<file path="config.mk">
export PLATFORM = sky130hd
export DESIGN_NAME = ascii_command_frame_parser_flat
export DESIGN_NICKNAME = d
export VERILOG_FILES = /design/src/rtl/acfp_pkg.sv /design/src/rtl/acfp_in_if.sv /design/src/rtl/acfp_out_if.sv /design/src/rtl/acfp_parser.sv /design/src/rtl/ascii_command_frame_parser.sv /design/src/flat_wrapper.sv
export SDC_FILE = /design/constraint.sdc
export NUM_CORES = 1
export LEC_CHECK = 0
export BUFFER_PORTS_ARGS = -buffer_cell sky130_fd_sc_hd__clkbuf_2
export CELL_PAD_IN_SITES_DETAIL_PLACEMENT = 2
export CELL_PAD_IN_SITES_GLOBAL_PLACEMENT = 2
export CORE_ASPECT_RATIO = 1.4
export CORE_UTILIZATION = 41
export DETAILED_ROUTE_END_ITERATION = 8
export GPL_TIMING_DRIVEN = 0
export PLACE_DENSITY = 0.95
export SLEW_MARGIN = 20
export SYNTH_ARGS = -nofsm -noshare
export SYNTH_HDL_FRONTEND = slang
export SYNTH_SLANG_ARGS = --single-unit
</file>
<file path="constraint.sdc">
create_clock -name clk -period 15.25 [get_ports clk]
set_clock_uncertainty 0.15 [all_clocks]
set_input_delay 1.525 -clock clk [delete_from_list [all_inputs] [get_ports clk]]
set_output_delay 1.525 -clock clk [all_outputs]
set_load 0.005 [all_outputs]
</file>
<file path="src/rtl/acfp_pkg.sv">
// ----------------------------------------------------------------------------
// acfp_pkg: shared types, tokens and helpers for the command frame parser
// Holds the status codes, the frame tokens, the command name table, the
// result record passed from the parser core to the top level, and the
// byte-wise CRC-32 and digit decode helpers.
// ----------------------------------------------------------------------------
package acfp_pkg;

  // Final status codes of a frame.
  typedef enum logic [3:0] {
    ST_OK           = 4'd0,
    ST_NO_START     = 4'd1,
    ST_UNKNOWN_CMD  = 4'd2,
    ST_LEN_TERM     = 4'd3,
    ST_LEN_DIGIT    = 4'd4,
    ST_CRC_TERM     = 4'd5,
    ST_CRC_HEX      = 4'd6,
    ST_CRC_MISMATCH = 4'd7,
    ST_NO_END       = 4'd8
  } acfp_status_t;

  // Result kinds.
  localparam logic KIND_PAYLOAD = 1'b0;
  localparam logic KIND_STATUS  = 1'b1;

  localparam int NUM_CMDS = 7;
  localparam int TOK_LEN  = 6;
  localparam int END_LEN  = 3;

  // Fixed field positions within a frame.
  localparam logic [10:0] POS_CMD     = 11'd6;
  localparam logic [10:0] POS_LEN     = 11'd12;
  localparam logic [10:0] POS_LEN_END = 11'd15;
  localparam logic [10:0] POS_PAYLOAD = 11'd16;
  localparam logic [10:0] HEX_DIGITS  = 11'd8;

  localparam logic [7:0] CHAR_SEMI = 8'h3B;

  localparam logic [7:0] START_TOK [TOK_LEN] = '{"S", "T", "A", "R", "T", ";"};
  localparam logic [7:0] END_TOK [END_LEN] = '{"E", "N", "D"};

  localparam logic [7:0] CMD_NAMES [NUM_CMDS][TOK_LEN] = '{
    '{"S", "H", "U", "T", "D", ";"},
    '{"R", "I", "N", "I", "T", ";"},
    '{"D", "C", "O", "N", "F", ";"},
    '{"C", "O", "N", "N", "C", ";"},
    '{"A", "S", "Y", "N", "C", ";"},
    '{"U", "I", "C", "O", "N", ";"},
    '{"S", "L", "P", "O", "S", ";"}
  };

  localparam logic [31:0] CRC_POLY = 32'hEDB88320;
  localparam logic [31:0] CRC_INIT = 32'hFFFFFFFF;

  // One result produced by the parser core for one accepted byte.
  typedef struct packed {
    logic         valid;
    logic         result_kind;
    logic [7:0]   payload_byte;
    acfp_status_t status;
    logic [2:0]   command_type;
    logic [9:0]   payload_length;
    logic [31:0]  received_crc;
  } acfp_result_t;

  // Reflected CRC-32 update with one byte, one bit per step.
  function automatic logic [31:0] crc_byte(input logic [31:0] crc, input logic [7:0] b);
    logic [31:0] c;
    c = crc ^ {24'd0, b};
    for (int i = 0; i < 8; i++) begin
      c = c[0] ? ((c >> 1) ^ CRC_POLY) : (c >> 1);
    end
    return c;
  endfunction

  // Decimal digit check.
  function automatic logic is_dec(input logic [7:0] b);
    return (b >= "0") && (b <= "9");
  endfunction

  // Hex digit decode: bit 4 flags a valid digit, bits 3:0 hold its value.
  function automatic logic [4:0] hex_decode(input logic [7:0] b);
    logic [4:0] r;
    r = 5'd0;
    if (b >= "0" && b <= "9") begin
      r = {1'b1, b[3:0]};
    end else if ((b >= "a" && b <= "f") || (b >= "A" && b <= "F")) begin
      r = {1'b1, 4'(b[3:0] + 4'd9)};
    end
    return r;
  endfunction

endpackage

</file>
<file path="src/rtl/acfp_in_if.sv">
// ----------------------------------------------------------------------------
// acfp_in_if: input byte channel of the command frame parser
// Carries one message byte and its start-of-message mark per transaction.
// ----------------------------------------------------------------------------
interface acfp_in_if;
  logic       valid;
  logic       ready;
  logic [7:0] data_byte;
  logic       frame_start;

  modport source (output valid, output data_byte, output frame_start, input ready);
  modport sink (input valid, input data_byte, input frame_start, output ready);
endinterface

</file>
<file path="src/rtl/acfp_out_if.sv">
// ----------------------------------------------------------------------------
// acfp_out_if: result channel of the command frame parser
// Carries either one payload byte or the final frame status per transaction.
// ----------------------------------------------------------------------------
interface acfp_out_if;
  logic        valid;
  logic        ready;
  logic        result_kind;
  logic [7:0]  payload_byte;
  logic [3:0]  status;
  logic [2:0]  command_type;
  logic [9:0]  payload_length;
  logic [31:0] received_crc;

  modport source (output valid, output result_kind, output payload_byte, output status,
                  output command_type, output payload_length, output received_crc,
                  input ready);
  modport sink (input valid, input result_kind, input payload_byte, input status,
                input command_type, input payload_length, input received_crc,
                output ready);
endinterface

</file>
<file path="src/rtl/acfp_parser.sv">
// ----------------------------------------------------------------------------
// acfp_parser: frame state and per-byte parsing step
// Holds the frame state registers and computes, for each accepted byte, the
// next state and the result it causes, if any, in a single pass.
// ----------------------------------------------------------------------------
module acfp_parser
  import acfp_pkg::*;
(
  input  logic         clk,
  input  logic         rst,
  input  logic         accept,
  input  logic [7:0]   data_byte,
  input  logic         frame_start,
  output acfp_result_t res
);

  // Frame state registers.
  logic [10:0] byte_position;
  logic [6:0]  command_match_mask;
  logic [9:0]  length_accumulator;
  logic [31:0] running_crc;
  logic [31:0] hex_accumulator;
  logic        digit_error_flag;
  logic        frame_done;
  logic [2:0]  matched_command;

  logic [10:0] byte_position_next;
  logic [6:0]  command_match_mask_next;
  logic [9:0]  length_accumulator_next;
  logic [31:0] running_crc_next;
  logic [31:0] hex_accumulator_next;
  logic        digit_error_flag_next;
  logic        frame_done_next;
  logic [2:0]  matched_command_next;

  // Effective state seen by this byte (a start mark restarts the frame).
  logic [10:0] pos;
  logic [6:0]  mask;
  logic [9:0]  len;
  logic [31:0] crc;
  logic [31:0] hex;
  logic        derr;
  logic        done;
  logic [2:0]  mcmd;

  logic [31:0]  crc_fed;
  logic [10:0]  pay_end;
  logic [10:0]  crc_term_pos;
  logic [10:0]  end_pos;
  logic [10:0]  cmd_off;
  logic [10:0]  end_off;
  logic [13:0]  len_mul;
  logic [4:0]   hex_dig;
  logic         fin;
  acfp_status_t fin_st;
  logic         have_cmd;
  logic         have_len;
  logic         have_crc;

  // Select the state that this byte works on.
  always_comb begin
    if (frame_start) begin
      pos  = 11'd0;
      mask = '1;
      len  = 10'd0;
      crc  = CRC_INIT;
      hex  = 32'd0;
      derr = 1'b0;
      done = 1'b0;
      mcmd = 3'd0;
    end else begin
      pos  = byte_position;
      mask = command_match_mask;
      len  = length_accumulator;
      crc  = running_crc;
      hex  = hex_accumulator;
      derr = digit_error_flag;
      done = frame_done;
      mcmd = matched_command;
    end
  end

  // CRC feed, digit decode and the field boundaries that depend on the decoded length.
  assign crc_fed      = crc_byte(crc, data_byte);
  assign pay_end      = POS_PAYLOAD + {1'b0, len};
  assign crc_term_pos = pay_end + HEX_DIGITS + 11'd1;
  assign end_pos      = crc_term_pos + 11'd1;
  assign cmd_off      = pos - POS_CMD;
  assign end_off      = pos - end_pos;
  assign len_mul      = {1'b0, len, 3'b000} + {3'b000, len, 1'b0} + {10'd0, data_byte[3:0]};
  assign hex_dig      = hex_decode(data_byte);

  // Parsing step: next state and the terminating status, if any.
  always_comb begin
    byte_position_next      = pos + 11'd1;
    command_match_mask_next = mask;
    length_accumulator_next = len;
    running_crc_next        = crc;
    hex_accumulator_next    = hex;
    digit_error_flag_next   = derr;
    frame_done_next         = done;
    matched_command_next    = mcmd;
    fin                     = 1'b0;
    fin_st                  = ST_OK;

    if (!done) begin
      if (pos < POS_CMD) begin
        running_crc_next = crc_fed;
        if (data_byte != START_TOK[pos[2:0]]) begin
          fin    = 1'b1;
          fin_st = ST_NO_START;
        end
      end else if (pos < POS_LEN) begin
        running_crc_next = crc_fed;
        for (int k = 0; k < NUM_CMDS; k++) begin
          command_match_mask_next[k] = mask[k] & (CMD_NAMES[k][cmd_off[2:0]] == data_byte);
        end
        if (command_match_mask_next == 7'd0) begin
          fin    = 1'b1;
          fin_st = ST_UNKNOWN_CMD;
        end else if (pos == POS_LEN - 11'd1) begin
          // The lowest matching name wins.
          for (int k = NUM_CMDS - 1; k >= 0; k--) begin
            if (command_match_mask_next[k]) begin
              matched_command_next = 3'(k);
            end
          end
        end
      end else if (pos < POS_LEN_END) begin
        running_crc_next = crc_fed;
        if (is_dec(data_byte)) begin
          length_accumulator_next = len_mul[9:0];
        end else begin
          digit_error_flag_next = 1'b1;
        end
      end else if (pos == POS_LEN_END) begin
        running_crc_next = crc_fed;
        if (data_byte != CHAR_SEMI) begin
          fin    = 1'b1;
          fin_st = ST_LEN_TERM;
        end else if (derr) begin
          fin    = 1'b1;
          fin_st = ST_LEN_DIGIT;
        end else begin
          digit_error_flag_next = 1'b0;
        end
      end else if (pos <= pay_end) begin
        // Payload bytes and the unchecked separator are covered by the CRC.
        running_crc_next = crc_fed;
      end else if (pos < crc_term_pos) begin
        if (!hex_dig[4]) begin
          digit_error_flag_next = 1'b1;
        end else begin
          hex_accumulator_next = {hex[27:0], hex_dig[3:0]};
        end
      end else if (pos == crc_term_pos) begin
        if (data_byte != CHAR_SEMI) begin
          fin    = 1'b1;
          fin_st = ST_CRC_TERM;
        end else if (derr) begin
          fin    = 1'b1;
          fin_st = ST_CRC_HEX;
        end else if (~crc != hex) begin
          fin    = 1'b1;
          fin_st = ST_CRC_MISMATCH;
        end
      end else begin
        if (data_byte != END_TOK[end_off[1:0]]) begin
          fin    = 1'b1;
          fin_st = ST_NO_END;
        end else if (end_off[1:0] == 2'(END_LEN - 1)) begin
          fin    = 1'b1;
          fin_st = ST_OK;
        end
      end
      if (fin) begin
        frame_done_next = 1'b1;
      end
    end
  end

  // Which recorded fields a status carries.
  always_comb begin
    have_cmd = (fin_st != ST_NO_START) && (fin_st != ST_UNKNOWN_CMD);
    have_len = have_cmd && (fin_st != ST_LEN_TERM) && (fin_st != ST_LEN_DIGIT);
    have_crc = (fin_st == ST_CRC_MISMATCH) || (fin_st == ST_NO_END) || (fin_st == ST_OK);
  end

  // Result of this byte.
  always_comb begin
    res = '0;
    if (!done) begin
      if (fin) begin
        res.valid          = 1'b1;
        res.result_kind    = KIND_STATUS;
        res.status         = fin_st;
        res.command_type   = have_cmd ? mcmd : 3'd0;
        res.payload_length = have_len ? len : 10'd0;
        res.received_crc   = have_crc ? hex : 32'd0;
      end else if (pos > POS_LEN_END && pos < pay_end) begin
        res.valid          = 1'b1;
        res.result_kind    = KIND_PAYLOAD;
        res.payload_byte   = data_byte;
        res.status         = ST_OK;
        res.command_type   = mcmd;
        res.payload_length = len;
      end
    end
  end

  // State update on each accepted byte.
  always_ff @(posedge clk) begin
    if (rst) begin
      byte_position      <= 11'd0;
      command_match_mask <= '1;
      length_accumulator <= 10'd0;
      running_crc        <= CRC_INIT;
      hex_accumulator    <= 32'd0;
      digit_error_flag   <= 1'b0;
      frame_done         <= 1'b1;
      matched_command    <= 3'd0;
    end else if (accept) begin
      byte_position      <= byte_position_next;
      command_match_mask <= command_match_mask_next;
      length_accumulator <= length_accumulator_next;
      running_crc        <= running_crc_next;
      hex_accumulator    <= hex_accumulator_next;
      digit_error_flag   <= digit_error_flag_next;
      frame_done         <= frame_done_next;
      matched_command    <= matched_command_next;
    end
  end

endmodule

</file>
<file path="src/rtl/ascii_command_frame_parser.sv">
// ----------------------------------------------------------------------------
// ascii_command_frame_parser: ASCII command frame parser with CRC-32 check
// Parses framed ASCII commands byte by byte, passes payload bytes out and
// ends each frame that reaches an error or its END token with one status result.
// ----------------------------------------------------------------------------
// Usage:
//   byte_chan carries one message byte per transaction; frame_start marks the
//   first byte of a message and always restarts parsing at that byte. Bytes
//   with frame_start low are dropped while no frame is active.
//   result_chan carries a payload byte (result_kind 0) for every payload
//   byte of the frame, and one status result (result_kind 1) that closes the
//   frame at the first error or at the last byte of the END token.
//   Throughput is one byte per cycle unless result_chan stalls. A result
//   appears on result_chan in the cycle after the byte that causes it is
//   taken; a byte's CRC update, matching and field checks are combinational.
//   The result sits in an output register. byte_chan stays ready while that
//   register is empty or is being drained in the same cycle, so while a
//   result waits for a stalled receiver, byte_chan is held off for as long
//   as the stall lasts and nothing is lost.
//   After reset the parser is idle, waiting for a byte marked frame_start,
//   and result_chan is empty.
// ----------------------------------------------------------------------------
module ascii_command_frame_parser
  import acfp_pkg::*;
(
  input  logic     clk,
  input  logic     rst,
  acfp_in_if.sink  byte_chan,
  acfp_out_if.source result_chan
);

  logic         accept;
  acfp_result_t res;

  // Output register.
  logic         out_valid;
  logic         out_kind;
  logic [7:0]   out_byte;
  acfp_status_t out_status;
  logic [2:0]   out_cmd;
  logic [9:0]   out_len;
  logic [31:0]  out_crc;

  // A byte is taken when the output register is free or being emptied.
  assign byte_chan.ready = !out_valid || result_chan.ready;
  assign accept          = byte_chan.valid && byte_chan.ready;

  acfp_parser u_parser (
    .clk         (clk),
    .rst         (rst),
    .accept      (accept),
    .data_byte   (byte_chan.data_byte),
    .frame_start (byte_chan.frame_start),
    .res         (res)
  );

  // Result valid flag.
  always_ff @(posedge clk) begin
    if (rst) begin
      out_valid <= 1'b0;
    end else if (accept) begin
      out_valid <= res.valid;
    end else if (result_chan.ready) begin
      out_valid <= 1'b0;
    end
  end

  // Result payload, loaded with each new result.
  always_ff @(posedge clk) begin
    if (accept && res.valid) begin
      out_kind   <= res.result_kind;
      out_byte   <= res.payload_byte;
      out_status <= res.status;
      out_cmd    <= res.command_type;
      out_len    <= res.payload_length;
      out_crc    <= res.received_crc;
    end
  end

  assign result_chan.valid          = out_valid;
  assign result_chan.result_kind    = out_kind;
  assign result_chan.payload_byte   = out_byte;
  assign result_chan.status         = out_status;
  assign result_chan.command_type   = out_cmd;
  assign result_chan.payload_length = out_len;
  assign result_chan.received_crc   = out_crc;

  // A waiting result must block the input so it is never overwritten.
  a_block_when_full: assert property (@(posedge clk) disable iff (rst)
    (out_valid && !result_chan.ready) |-> !byte_chan.ready)
    else $error("input taken while a result was stalled");

  // With the output register empty the input must be open.
  a_ready_when_empty: assert property (@(posedge clk) disable iff (rst)
    !out_valid |-> byte_chan.ready)
    else $error("input blocked with an empty output register");

  // A payload result never carries a status code or a CRC value.
  a_payload_clean: assert property (@(posedge clk) disable iff (rst)
    (result_chan.valid && result_chan.result_kind == KIND_PAYLOAD) |->
      (result_chan.status == ST_OK && result_chan.received_crc == 32'd0))
    else $error("payload result carries status fields");

  // A byte taken without a result leaves the output register empty or drained.
  a_no_phantom: assert property (@(posedge clk) disable iff (rst)
    (accept && !res.valid) |=> !out_valid)
    else $error("result appeared without a causing byte");

endmodule

</file>
<file path="src/flat_wrapper.sv">
// flat-port wrapper written by rule: the top's interface ports become plain ports
module ascii_command_frame_parser_flat import acfp_pkg::*;
  (clk, rst, byte_chan_valid, byte_chan_data_byte, byte_chan_frame_start, byte_chan_ready, result_chan_valid, result_chan_result_kind, result_chan_payload_byte, result_chan_status, result_chan_command_type, result_chan_payload_length, result_chan_received_crc, result_chan_ready);
  acfp_in_if byte_chan_i ();
  acfp_out_if result_chan_i ();
  input  logic clk;
  input  logic rst;
  input wire logic [$bits(byte_chan_i.valid)-1:0] byte_chan_valid;
  input wire logic [$bits(byte_chan_i.data_byte)-1:0] byte_chan_data_byte;
  input wire logic [$bits(byte_chan_i.frame_start)-1:0] byte_chan_frame_start;
  output wire logic [$bits(byte_chan_i.ready)-1:0] byte_chan_ready;
  output wire logic [$bits(result_chan_i.valid)-1:0] result_chan_valid;
  output wire logic [$bits(result_chan_i.result_kind)-1:0] result_chan_result_kind;
  output wire logic [$bits(result_chan_i.payload_byte)-1:0] result_chan_payload_byte;
  output wire logic [$bits(result_chan_i.status)-1:0] result_chan_status;
  output wire logic [$bits(result_chan_i.command_type)-1:0] result_chan_command_type;
  output wire logic [$bits(result_chan_i.payload_length)-1:0] result_chan_payload_length;
  output wire logic [$bits(result_chan_i.received_crc)-1:0] result_chan_received_crc;
  input wire logic [$bits(result_chan_i.ready)-1:0] result_chan_ready;
  assign byte_chan_i.valid = byte_chan_valid;
  assign byte_chan_i.data_byte = byte_chan_data_byte;
  assign byte_chan_i.frame_start = byte_chan_frame_start;
  assign byte_chan_ready = byte_chan_i.ready;
  assign result_chan_valid = result_chan_i.valid;
  assign result_chan_result_kind = result_chan_i.result_kind;
  assign result_chan_payload_byte = result_chan_i.payload_byte;
  assign result_chan_status = result_chan_i.status;
  assign result_chan_command_type = result_chan_i.command_type;
  assign result_chan_payload_length = result_chan_i.payload_length;
  assign result_chan_received_crc = result_chan_i.received_crc;
  assign result_chan_i.ready = result_chan_ready;
  ascii_command_frame_parser u_core (.clk(clk), .rst(rst), .byte_chan(byte_chan_i), .result_chan(result_chan_i));
endmodule
</file>
Yosys cells after proc, flatten, opt, wreduce, memory -nomap -nowiden
Memory sizes are Yosys's and may differ from the RTL's.
Cells that the tools add are included.
- bits in read-only memories: 512
- output and inout port bits: 60
- logic and storage cells: 240
- memories kept: 8
- input bits: 13
- register bits: 156
- $add $sub $neg: 10
- eq/ne operators: 21
- reductions and logical operators: 19
- mux-type cells: 128
- order comparisons: 16
- bitwise operators: 23
- memory list (name ; depth ; width ; rd ports ; clocked after Yosys merged registers in ; write ports ; RTL line ; text):
    (no name shown) ; 8 ; 8 ; 1 ; 0 ; 0 ; acfp_parser.sv:116 ; command_match_mask_next[k] = mask[k] & (CMD_NAMES[k][cmd_off[2:0]] == data_byte);
    (no name shown) ; 8 ; 8 ; 1 ; 0 ; 0 ; acfp_parser.sv:116 ;
    (no name shown) ; 8 ; 8 ; 1 ; 0 ; 0 ; acfp_parser.sv:116 ;
    (no name shown) ; 8 ; 8 ; 1 ; 0 ; 0 ; acfp_parser.sv:116 ;
    (no name shown) ; 8 ; 8 ; 1 ; 0 ; 0 ; acfp_parser.sv:116 ;
    (no name shown) ; 8 ; 8 ; 1 ; 0 ; 0 ; acfp_parser.sv:116 ;
    2 more memories ; n/a ; n/a ; n/a ; n/a ; n/a ; n/a ;
- operators with widths (kind ; number):
    $mux W32 ; 26
    $mux W8 ; 19
    $not A13 Y14 ; 8
    $mux W10 ; 7
    $mux W59 ; 1
    $mux W3 ; 19
    $eq A8 B8 Y1 ; 7
    $mux W4 ; 9
    $mux W1 ; 35
    $ne A32 B32 Y1 ; 1
    $not A32 Y32 ; 1
    $xor A32 B8 Y32 ; 1
    $mux W7 ; 4
    $mux W27 ; 1
    $add A11 B1 Y11 const B ; 2
    $eq A11 B4 Y1 const B ; 2
    $lt A11 B11 Y1 ; 2
    $lt A11 B4 Y1 const B ; 2
    $mux W17 ; 1
    $bmux W8 S2 ; 1
    $ge A8 B7 Y1 const B ; 2
    $le A8 B7 Y1 const B ; 2
    $ne A8 B8 Y1 ; 2
    $add A11 B4 Y11 const B ; 1
    36 further kinds ; 61

Longest topological paths before layout
Gate-level depths: netlist of run 1.
- depth after elaboration: 28
- gate-level depth with buffers: 25
- depth with buffers taken out: 18

Hierarchy
Synthesis of run 1 repeated with hierarchy kept, for this count alone.
- cell total of the unflattened synthesis: 1139
- area, all modules: 10278.6 sq um
- by module, submodules not included (module ; instances ; area an instance (sq um) ; cells an instance):
    acfp_parser ; 1 ; 8469.4 ; 1075
    ascii_command_frame_parser ; 1 ; 1809.2 ; 64

Least setup slack after synthesis of run 1
No wires, ideal clock.
- path type: input to register
- from: input port byte_chan_frame_start
- to: register u_core.out_cmd[0] (netlist: u_core.result_chan.command_type[0]), enable pin
- setup slack: 6293 ps
- arrival: 8326 ps
- path buffers: 7
- required time: 14619 ps
- stages: 22
- library setup time: 481 ps
- cell sequence: buf_2 > buf_2 > buf_1 > buf_2 > buf_1 > clkbuf_1 > nor2b_1 > ha_1 > xor2_1 > inv_1 > nor3_1 > nand3_1 > and2_1 > ha_1 > nand4b_1 > nor4_1 > a211oi_1 > o21ai_0 > and3_4 > buf_6 > nand2b_2 > nor2b_1
- longest elaborated chain between the ends: 24
- elaborated cells on any way between the ends: 95
- those cells by class: 6 x add/sub; 7 x order compare; 13 x eq/ne; 47 x mux; 11 x bitwise; 3 x reduce/logical; 8 x memory
- ends and longest elaborated chain (item ; RTL line ; text):
    start: declaration ; flat_wrapper.sv:10 ; input wire logic [$bits(byte_chan_i.frame_start)-1:0] byte_chan_frame_start;
    $mux W10 ; acfp_parser.sv:62 ; if (frame_start) begin
    $add A5 B10 Y11 ; acfp_parser.sv:85 ; assign pay_end = POS_PAYLOAD + {1'b0, len};
    $add A11 B4 Y11 ; acfp_parser.sv:86 ; assign crc_term_pos = pay_end + HEX_DIGITS + 11'd1;
    $add A11 B1 Y11 ; acfp_parser.sv:86 ;
    $add A2 B1 Y2 ; acfp_parser.sv:87 ; assign end_pos = crc_term_pos + 11'd1;
    $sub A2 B2 Y2 ; acfp_parser.sv:89 ; assign end_off = pos - end_pos;
    $not A2 Y3 (not written as such) ; acfp_parser.sv:168 ; if (data_byte != END_TOK[end_off[1:0]]) begin
    $bmux W8 S2 ; acfp_parser.sv:168 ;
    [... 7 more ...] ; n/a ;
    $mux W1 ; acfp_parser.sv:136 ; end else if (pos == POS_LEN_END) begin
    $mux W1 ; acfp_parser.sv:129 ; end else if (pos < POS_LEN_END) begin
    $mux W1 ; acfp_parser.sv:113 ; end else if (pos < POS_LEN) begin
    $mux W1 ; acfp_parser.sv:107 ; if (pos < POS_CMD) begin
    $mux W1 (2 in series) ; acfp_parser.sv:106 ; if (!done) begin
    $mux W2 ; acfp_parser.sv:193 ; if (fin) begin
    $mux W59 * ; acfp_parser.sv:192 ; if (!done) begin
    $logic_and A1 B1 Y1 * ; ascii_command_frame_parser.sv:70 ; if (accept && res.valid) begin
    end signal: assignment ; ascii_command_frame_parser.sv:74 ; out_cmd <= res.command_type;
    end: declaration ; ascii_command_frame_parser.sv:40 ; logic [2:0] out_cmd;
Every way passes the cells marked *; elsewhere a longest branch is shown, timed or not. The select of a mux whose other input is x is not followed.
A chain may end at the register's enable or synchronous reset.

Worst setup path after layout of run 1
- from: input port byte_chan_frame_start
- to: register u_core.out_crc[11] (netlist: u_core.result_chan.received_crc[11]), enable pin
- longest elaborated chain between the ends: 24
- elaborated cells on any way between the ends: 95
- those cells by class: 6 x add/sub; 7 x order compare; 13 x eq/ne; 47 x mux; 11 x bitwise; 3 x reduce/logical; 8 x memory
- ends and longest elaborated chain (item ; RTL line ; text):
    $mux W10 ; acfp_parser.sv:62 ;
    $add A5 B10 Y11 ; acfp_parser.sv:85 ;
    $add A11 B4 Y11 ; acfp_parser.sv:86 ;
    $add A11 B1 Y11 ; acfp_parser.sv:86 ;
    $add A2 B1 Y2 ; acfp_parser.sv:87 ;
    $sub A2 B2 Y2 ; acfp_parser.sv:89 ;
    $not A2 Y3 (not written as such) ; acfp_parser.sv:168 ;
    $bmux W8 S2 ; acfp_parser.sv:168 ;
    [... 7 more ...] ; n/a ;
    $mux W1 ; acfp_parser.sv:136 ;
    $mux W1 ; acfp_parser.sv:129 ;
    $mux W1 ; acfp_parser.sv:113 ;
    $mux W1 ; acfp_parser.sv:107 ;
    $mux W1 (2 in series) ; acfp_parser.sv:106 ;
    $mux W2 ; acfp_parser.sv:193 ;
    $mux W59 * ; acfp_parser.sv:192 ;
    $logic_and A1 B1 Y1 * ; ascii_command_frame_parser.sv:70 ;
    end signal: assignment ; ascii_command_frame_parser.sv:76 ; out_crc <= res.received_crc;
    end: declaration ; ascii_command_frame_parser.sv:42 ; logic [31:0] out_crc;
Marks and branches as above.

==> metrics.txt, run 1 <==
Sequential cell area=0.00370 mm^2; WP data required=15.27 ns; row count=68; final antenna-violating net count=0; # IOs=73; H-Tree Depth=4; share of layout cells above drive strength 1=0.118; CTS tree=built; status=finished clean; asr flop ratio synth=0; largest net degree at the start of global routing=26; GPL Wtd Cong=0.937; crit path DAT=10.58 ns; Die Ht=191 um; Tcrit/Tclk final=0.693; Final nets=1,352; FF+latch count, synth=156; placement-stage cell area=0.0113 mm^2; combinational share of power=0.178; Setup violations, final=0; Post-CTS Setup Bufs=0; die span in x=137 um; Layout Utilization=0.481; post-synthesis cell area=0.0104 mm^2; sequential power share=0.386; TritonCTS Sinks=156; fin crit period=10.57 ns; Clock Tree Buf Depth=2; Core ar.=0.0248 mm^2; Pins Over Slew Limit=0; Post-CTS Resized=0; worst-margin pin slew=1.17 ns; post-route worst setup slack=4.68 ns; Slew Limit Headroom=0.223; Via density=6.78; initial antenna violation count=5; Overflow after GRT=0; drt wl/cell=34.2 um; CP Class=input pin to flop; nature of the critical path endpoint=flop; startpoint type of the worst setup path=input pin; RSZ-0062 raised after global routing=false; Leak=4.50 nW; clock-pin transition on the worst setup and hold timing paths=0.07 ns; WL final=55,200 um; Initial Util=0.420; area grow syn2layout=14.3%; CTS Root Cell=clkbuf_16; Overall Power=1.19 mW; PD cells=100 mW/mm^2; P_int=0.817 mW; Synth Flop Type=dfxtp_1; CTS Buf Count=17; Synthesis Warnings=0; area of the multi-input gates=0.00631 mm^2; post-synth net total=1,262; I/O Buffers=69; HP Class=flop to flop; sw power=0.377 mW; Fin Setup TNS=0 ns; post-place setup slack=5.11 ns; Synth cell types=82; sequential area share after synthesis=0.355; clock network power share=0.436; Max Fclk=94.6 MHz; first-pass GRT wire length=81,100 um; number of global-route vias before repair=12,100; crit path max fanout=25; routed vias=10,900; max cap viols=0; clock latency on the worst-skew pair=0.47 ns; Pre-antenna DRT Iters=5; dpl hpwl=34,400 um; die area=0.0261 mm^2; EDFF count, synth=58; post-cts hold buffer count=0; DR iter-0 viols=847; Mapped Cells=1,192; DRC=0; Synth Area per Inst=8.76 um^2; Final Instance Area=0.0119 mm^2; sw frac=0.316; VDD IR-drop max=91.9 uV; # fillers=2,675; Fin. Hold Viols=0; Total GRT Usage=0.435
-- stage by stage --
step / cells / hold WS [ns]
6_report: 1613 / 0.339
5_1_grt: 1611 / 0.362
4_1_cts: 1610 / 0.332
3_5_place_dp: 1578 / 0.314
3_3_place_gp: 1576 / 0.304
2_1_floorplan: 1192 / 0.287
-- per-layer routing --
metal,part of all wire,vias up,global-route usage,wire length (um)
li1,-,4400,-,-
met1,0.35,5503,0.448,19200
met2,0.49,671,0.734,27300
met3,0.068,352,0.115,3720
met4,0.089,6,0.358,4910
met5,0.00073,-,0,40
-- cells in the final DEF, fill, tap and decap left out, types with 6 or more instances in the layout --
| master | n |
|---|---|
| buf_1 | 7 |
| inv_1 | 30 |
| o21ai_0 | 35 |
| nor2b_1 | 34 |
| clkbuf_16 | 17 |
| nor4b_1 | 6 |
| nor4_1 | 16 |
| ha_1 | 55 |
| dfxtp_1 | 98 |
| nor3_1 | 22 |
| xor2_1 | 61 |
| nand2b_1 | 17 |
| edfxtp_1 | 58 |
| nand4_1 | 16 |
| nand2_1 | 86 |
| nor3_2 | 6 |
| a221o_1 | 9 |
| a211o_1 | 34 |
| o21a_1 | 7 |
| a31oi_1 | 9 |
| and2_1 | 44 |
| clkbuf_2 | 69 |
| nor2_1 | 138 |
| nand3_1 | 40 |
| a22oi_1 | 13 |
| buf_2 | 16 |
| clkbuf_1 | 48 |
| o22ai_1 | 12 |
| and3_1 | 8 |
| a21oi_1 | 58 |
| xnor2_1 | 100 |
-- power groups by stage --
stage          clock (mW)  combinational (mW)  sequential (mW)
3_5_place_dp            0               0.194            0.468
3_3_place_gp            0               0.177            0.467
6_report            0.521               0.213            0.461
2_1_floorplan           0               0.133            0.463
4_1_cts             0.518               0.206            0.460
5_1_grt             0.533               0.222            0.461
-- synth_stat cells (6+ instances only) --
library cell	instances	area share
buf_2	16	0.0077
nand2_1	86	0.031
nor4_1	16	0.0096
o21a_1	7	0.0050
inv_1	30	0.011
nor2b_1	35	0.021
edfxtp_1	58	0.17
a21oi_1	58	0.028
a22oi_1	13	0.0093
o22ai_1	12	0.0072
nand3_1	40	0.019
a31oi_1	9	0.0054
dfxtp_1	98	0.19
a221o_1	9	0.0086
nand2b_1	17	0.010
ha_1	55	0.066
buf_1	7	0.0025
clkbuf_1	48	0.017
nand4_1	16	0.0096
nor3_1	23	0.011
xor2_1	61	0.051
and2_1	44	0.026
o21ai_0	35	0.017
a211o_1	34	0.029
nor2_1	138	0.050
xnor2_1	101	0.085
nor4b_1	6	0.0050
and3_1	8	0.0048
-- kinds of logic (layout without fill, tap and decap cells) --
kind of cell | after synthesis | in the layout | share of synthesized area
muxes | 4 | 4 | 0.00395
buffers and inverters | 108 | 211 | 0.0432
xor gates and xnor gates | 162 | 162 | 0.136
DFF | 156 | 156 | 0.355
adders and majority gates | 57 | 57 | 0.0697
AOI/OAI and AO/OA | 237 | 237 | 0.158
other | 0 | 3 | 0
and+or+nand+nor | 468 | 468 | 0.234
-- registers in the layout, summed over array words and instances (netlist names) --
name	flops
u_core.result_chan.command_type	3
u_core.result_chan.payload_byte	8
u_core.result_chan.payload_length	10
u_core.result_chan.received_crc	32
u_core.result_chan.result_kind	1
u_core.result_chan.status	4
u_core.result_chan.valid	1
u_core.u_parser.byte_position	11
u_core.u_parser.command_match_mask	7
u_core.u_parser.digit_error_flag	1
u_core.u_parser.frame_done	1
u_core.u_parser.hex_accumulator	32
u_core.u_parser.length_accumulator	10
u_core.u_parser.matched_command	3
u_core.u_parser.running_crc	32
-- critical path: stages --
cell      delay, ns
clkbuf_2       0.22
buf_2          0.34
buf_2          0.33
buf_1          0.59
buf_2          0.49
buf_1          0.91
clkbuf_1       0.72
nor2b_1        0.28
ha_1           0.32
xor2_1         0.19
inv_1          0.12
nor3_1         0.50
nand3_1        0.21
and2_1         0.22
ha_1           0.34
nand4b_1       0.12
nor4_1         0.87
a211oi_1       0.13
o21ai_0        0.29
and3_4         0.29
buf_6          0.22
nand2b_2       0.23
nor2b_4        0.62
buf_16         0.25
buf_16         0.22
-- cell type report --
type	instances	area share
Sequential cell	156	0.310
Clock inverter	15	0.0207
Multi-Input combinational cell	928	0.528
Antenna cell	3	0.000629
Inverter	32	0.0101
Buffer	76	0.0278
Timing Repair Buffer	71	0.0335
Clock buffer	17	0.0356
Tap cell	315	0.0330
-- final timing paths --
| check | from | end | slack, ns | cells after the start |
|---|---|---|---|---|
| worst max register to register | u_core.u_parser.length_accumulator[4] | u_core.result_chan.received_crc[11] | 8.73 | 18 |
| worst max-delay path | byte_chan_frame_start | u_core.result_chan.received_crc[11] | 4.68 | 25 |
| worst min-delay path | u_core.u_parser.command_match_mask[1] | u_core.u_parser.command_match_mask[1] | 0.34 | 2 |
| worst min register to register | u_core.u_parser.command_match_mask[1] | u_core.u_parser.command_match_mask[1] | 0.34 | 2 |
No activity file was read; power rests on OpenSTA's default activity.
==> run 2: changes to the inputs <==
CORE_UTILIZATION = 35   (was 41)
PLACE_DENSITY = 0.88   (was 0.95)
clock period = 9.3 ns   (was 15.25 ns; I/O delays follow)
==> run 2 against run 1 <==
Sequential power up 63%. Worst hold slack worse by 0.0020 ns. Sequential share of layout area barely moved. Global-route usage down 15 points. Critical path depth did not move. First-iteration DRC count shrank 34%. Non-clock buffer count unchanged. Register-to-register slack got worse by 5.2 ns. Count of clock-buffer cells in the layout up 1. Sequential cell count unchanged. Clock power is 45% higher. Largest cell class unchanged. Via count fell by 9.7%.
==> metrics.txt, run 2 (same netlist as run 1, synthesis figures left out) <==
status=finished clean; final antenna-violating net count=0; CP Class=input pin to flop; Buf/Inv on CP=11; dpl hpwl=32,000 um; H-Tree Depth=4; Fin. Hold Viols=0; diode count=0; Max Fclk=111 MHz; Pre-antenna DRT Iters=4; area grow syn2layout=14.2%; Slew Limit Headroom=0.286; commonest non-fill, non-tap cells in the layout=138 x nor2_1, 101 x xnor2_1, 98 x dfxtp_1; Post-CTS Setup Bufs=0; CTS tree=built; crit-path most repeated cell=buf_2; Via density=5.89; biggest cell delay along the critical path=0.71 ns; Tcrit/Tclk final=0.966; die area=0.0305 mm^2; Setup violations, final=0; PD cells=154 mW/mm^2; share of layout cells above drive strength 1=0.117; GPL Wtd Cong=0.904; Leak=4.45 nW; nature of the critical path endpoint=flop; DR iter-0 viols=556; Initial Util=0.357; DRC=0; largest net degree at the start of global routing=31; commonest non-fill, non-tap cell in the layout=nor2_1; slowest library cell on the worst path=nor4_2; drt wl/cell=25.5 um; Layout Utilization=0.408; Clock Tree Buf Depth=2; P_int=1.26 mW; I/O Buffers=69; clock network power share=0.413; startpoint type of the worst setup path=input pin; number of global-route vias before repair=11,100; fin crit period=8.99 ns; HP Class=flop to flop; TritonCTS Sinks=156; CTS Buf Count=17; worst-margin pin slew=1.04 ns; post-cts hold buffer count=0; clock-pin transition on the worst setup and hold timing paths=0.07 ns; row count=74; first-pass GRT wire length=65,400 um; clock latency on the worst-skew pair=0.46 ns; initial antenna violation count=1; CTS Root Cell=clkbuf_16; post-place setup slack=-0.127 ns; die span in x=148 um; crit path max fanout=30; Core ar.=0.0293 mm^2; sequential power share=0.411; Total GRT Usage=0.286; combinational share of power=0.176; crit path DAT=8.98 ns; RSZ-0062 raised after global routing=false; Pins Over Slew Limit=0; Overflow after GRT=0; max cap viols=0; post-route worst setup slack=0.312 ns; VDD IR-drop max=136 uV; WP data required=9.29 ns; worst hold margin=0.337 ns; # fillers=3,282; Post-CTS Resized=0; WL final=42,600 um; # IOs=73; Final nets=1,352; routed vias=9,870; crit-path leading delay family=buffers and inverters; Die Ht=206 um; sw frac=0.313; sw power=0.574 mW
[run 2: area by class of cell]
type | count | area (um^2) | share of cell area
Multi-Input combinational cell | 928 | 6310 | 0.529
Clock inverter | 14 | 173 | 0.0145
Buffer | 76 | 332 | 0.0278
Inverter | 32 | 120 | 0.0101
Clock buffer | 18 | 429 | 0.0360
Tap cell | 380 | 475 | 0.0399
Timing Repair Buffer | 71 | 385 | 0.0323
Sequential cell | 156 | 3700 | 0.311
[run 2: worst paths after layout]
path                                                            start                               endpoint  slack [ns]  cells after the start
worst min register to register  u_core.u_parser.command_match_mask[1]  u_core.u_parser.command_match_mask[1]        0.34                      2
worst max-delay path                            byte_chan_frame_start    u_core.result_chan.received_crc[24]        0.31                     25
worst max register to register       u_core.u_parser.byte_position[2]    u_core.result_chan.received_crc[24]        3.52                     16
worst min-delay path            u_core.u_parser.command_match_mask[1]  u_core.u_parser.command_match_mask[1]        0.34                      2
[run 2: power by group through the flow]
stage / clock [mW] / sequential, mW / combinational, mW
finish: 0.757 / 0.753 / 0.322
floorplan: 0 / 0.759 / 0.219
CTS: 0.763 / 0.752 / 0.320
global route: 0.784 / 0.754 / 0.344
global placement: 0 / 0.768 / 0.294
detailed placement: 0 / 0.767 / 0.313
[run 2: layer usage]
layer	vias to the layer above	wire length, um	GRT usage
li1	4389	-	-
met1	4965	15100	0.278
met2	338	22900	0.543
met3	178	1450	0.0428
met4	0	3200	0.212
met5	-	0	0
[run 2: stage by stage]
step / power [mW] / TNS [ns] / area (um^2) / std cells
finish: 1.83 / 0 / 11900 / 1675
global route: 1.88 / 0 / 11900 / 1675
CTS: 1.84 / 0 / 11900 / 1675
detailed placement: 1.08 / -3.69 / 11300 / 1643
global placement: 1.06 / -184.98 / 11300 / 1641
floorplan: 0.977 / 0 / 10400 / 1192
[run 2: worst register-to-register path, stage by stage (launching register included)]
cell      delay (ns)
dfxtp_1         0.34
clkbuf_1        0.37
nand2_1         0.33
ha_1            0.54
ha_1            0.29
nor4b_1         0.08
a31oi_1         0.45
nor4_1          0.16
a41oi_1         0.44
or3b_4          0.47
o311ai_2        0.33
and3_4          0.28
buf_6           0.18
nand2b_2        0.20
nor2b_4         0.38
buf_12          0.25
buf_12          0.23
==> run 3: changes to the inputs <==
ABC_AREA = 1   (was default)
CORE_UTILIZATION = 32   (was 35)
==> run 3 against run 2 <==
Sequential cell count is the same. Critical path type unchanged. Worst hold slack lost 0.0018 ns. Non-clock buffer count shrank 2. Count of clock-buffer cells in the layout shrank 1. Register-to-register slack is essentially flat. Highest routed layer unchanged. Clock power shrank 3%.
==> metrics.txt, run 3 <==
status=finished clean; DR iter-0 viols=827; clock network power share=0.354; initial antenna violation count=0; first-pass GRT wire length=91,200 um; WL final=61,700 um; sw power=0.810 mW; worst reg2reg path depth=25; Synthesis Warnings=0; largest net degree at the start of global routing=48; Mapped Cells=1,739; top cell type's share of synthesized area=0.165; HP Class=flop to flop; Synth Flop Type=dfxtp_1; Core ar.=0.0367 mm^2; fin crit period=7.09 ns; Slew Limit Headroom=0.261; Initial Util=0.325; TritonCTS Sinks=156; routed vias=13,300; synth cell count leaders=409 x nand2_1, 207 x nor2_1, 162 x a21oi_1, 158 x inv_1, 121 x o21ai_0; RSZ-0062 raised after global routing=false; commonest non-fill, non-tap cells in the layout=409 x nand2_1, 207 x nor2_1, 162 x a21oi_1; H-Tree Depth=4; CTS tree=built; biggest cell delay along the critical path=0.57 ns; sw frac=0.389; sequential power share=0.381; Die Ht=230 um; row count=83; clock-pin transition on the worst setup and hold timing paths=0.08 ns; WP data required=9.30 ns; GPL Wtd Cong=0.959; max cap viols=0; I/O Buffers=67; Post-CTS Resized=0; die span in x=165 um; Post-CTS Setup Bufs=0; Synth cell types=53; CTS Buf Count=17; nature of the critical path endpoint=flop; Leak=5.85 nW; Overflow after GRT=0; Fin. Hold Viols=0; Setup violations, final=0; worst-margin pin slew=1.11 ns; crit-path most repeated cell=nand2_1; Max Fclk=141 MHz; sequential area share after synthesis=0.311; post-synth net total=1,809; EDFF count, synth=58; CTS Root Cell=clkbuf_16; share of layout cells above drive strength 1=0.114; FF+latch count, synth=156; DRC=0; diode count=0; drt wl/cell=26.8 um; Final nets=1,896; Yosys top cell by area=dfxtp_1; Clock Tree Buf Depth=2; crit path DAT=7.10 ns; Overall Power=2.08 mW; Fin Setup TNS=0 ns; Total GRT Usage=0.332; asr flop ratio synth=0; P_int=1.27 mW; commonest non-fill, non-tap cell in the layout=nand2_1; PD cells=155 mW/mm^2; worst hold path depth=2; # IOs=73; startpoint type of the worst setup path=input pin; post-synthesis cell area=0.0119 mm^2; Tcrit/Tclk final=0.763; final antenna-violating net count=0; clock latency on the worst-skew pair=0.48 ns; Pre-antenna DRT Iters=5; number of global-route vias before repair=14,800; count leader, synth=nand2_1; dpl hpwl=48,100 um; combinational share of power=0.264; Via density=5.78; Pins Over Slew Limit=0; die area=0.0380 mm^2; post-cts hold buffer count=0; VDD IR-drop max=82.2 uV; Synth Area per Inst=6.85 um^2; area grow syn2layout=13.0%; synth top area cells=dfxtp_1 16%, edfxtp_1 15%, nand2_1 13%; slowest library cell on the worst path=buf_1; crit path max fanout=47; CP Class=input pin to flop
[run 3: per-layer routing]
| metal | vias to the layer above | part of all wire | track usage |
|---|---|---|---|
| met4 | 0 | 0.095 | 0.301 |
| met1 | 6684 | 0.35 | 0.330 |
| met5 | - | 0 | 0 |
| met3 | 267 | 0.034 | 0.0458 |
| met2 | 449 | 0.52 | 0.589 |
| li1 | 5920 | - | - |
[run 3: cell families after synthesis]
family          Yosys count  share of synthesized area
flops                   156                      0.311
simple gates            820                      0.293
xor+xnor                112                     0.0883
buf+inv                 247                     0.0874
fa+ha+maj                57                     0.0611
compound gates          347                      0.159
[run 3: metrics by stage]
step / setup slack [ns] / cells / hold WS [ns] / instance area (um^2) / utilization
2_1_floorplan: 3.27 / 1739 / 0.294 / 11900 / -
3_3_place_gp: 1.08 / 2273 / 0.305 / 12800 / 0.350
3_5_place_dp: 1.97 / 2274 / 0.321 / 12900 / 0.351
4_1_cts: 2.42 / 2306 / 0.332 / 13500 / 0.367
5_1_grt: 1.97 / 2306 / 0.349 / 13500 / 0.367
6_report: 2.21 / 2306 / 0.335 / 13500 / 0.367
[run 3: critical path, delay by kind of cell]
| family | cells | cell delay (ns) |
|---|---|---|
| fa+ha+maj | 2 | 0.67 |
| xor+xnor | 2 | 0.39 |
| buf+inv | 8 | 2.12 |
| simple gates | 17 | 2.87 |
[run 3: worst paths after layout]
check                                                           start                                     to  slack, ns
worst min register to register  u_core.u_parser.length_accumulator[0]  u_core.u_parser.length_accumulator[0]       0.33
worst min-delay path            u_core.u_parser.length_accumulator[0]  u_core.u_parser.length_accumulator[0]       0.33
worst max register to register  u_core.u_parser.length_accumulator[4]         u_core.result_chan.result_kind       3.52
worst max-delay path                            byte_chan_frame_start         u_core.result_chan.result_kind       2.21
[run 3: cell type report]
class                           instances  area (um^2)
Fill cell                            4438        23200
Multi-Input combinational cell       1336         7170
Sequential cell                       156         3700
Inverter                              170          648
Tap cell                              467          584
Clock buffer                           17          425
Buffer                                 77          397
Timing Repair Buffer                   68          363
Clock inverter                         15          170
[run 3: power groups by stage]
stage               Clock (mW)  Combinational, mW  Sequential [mW]
floorplan                    0              0.341            0.786
global placement             0              0.502            0.805
global route             0.761              0.589            0.796
finish                   0.738              0.550            0.794
detailed placement           0              0.531            0.806
CTS                      0.739              0.542            0.792
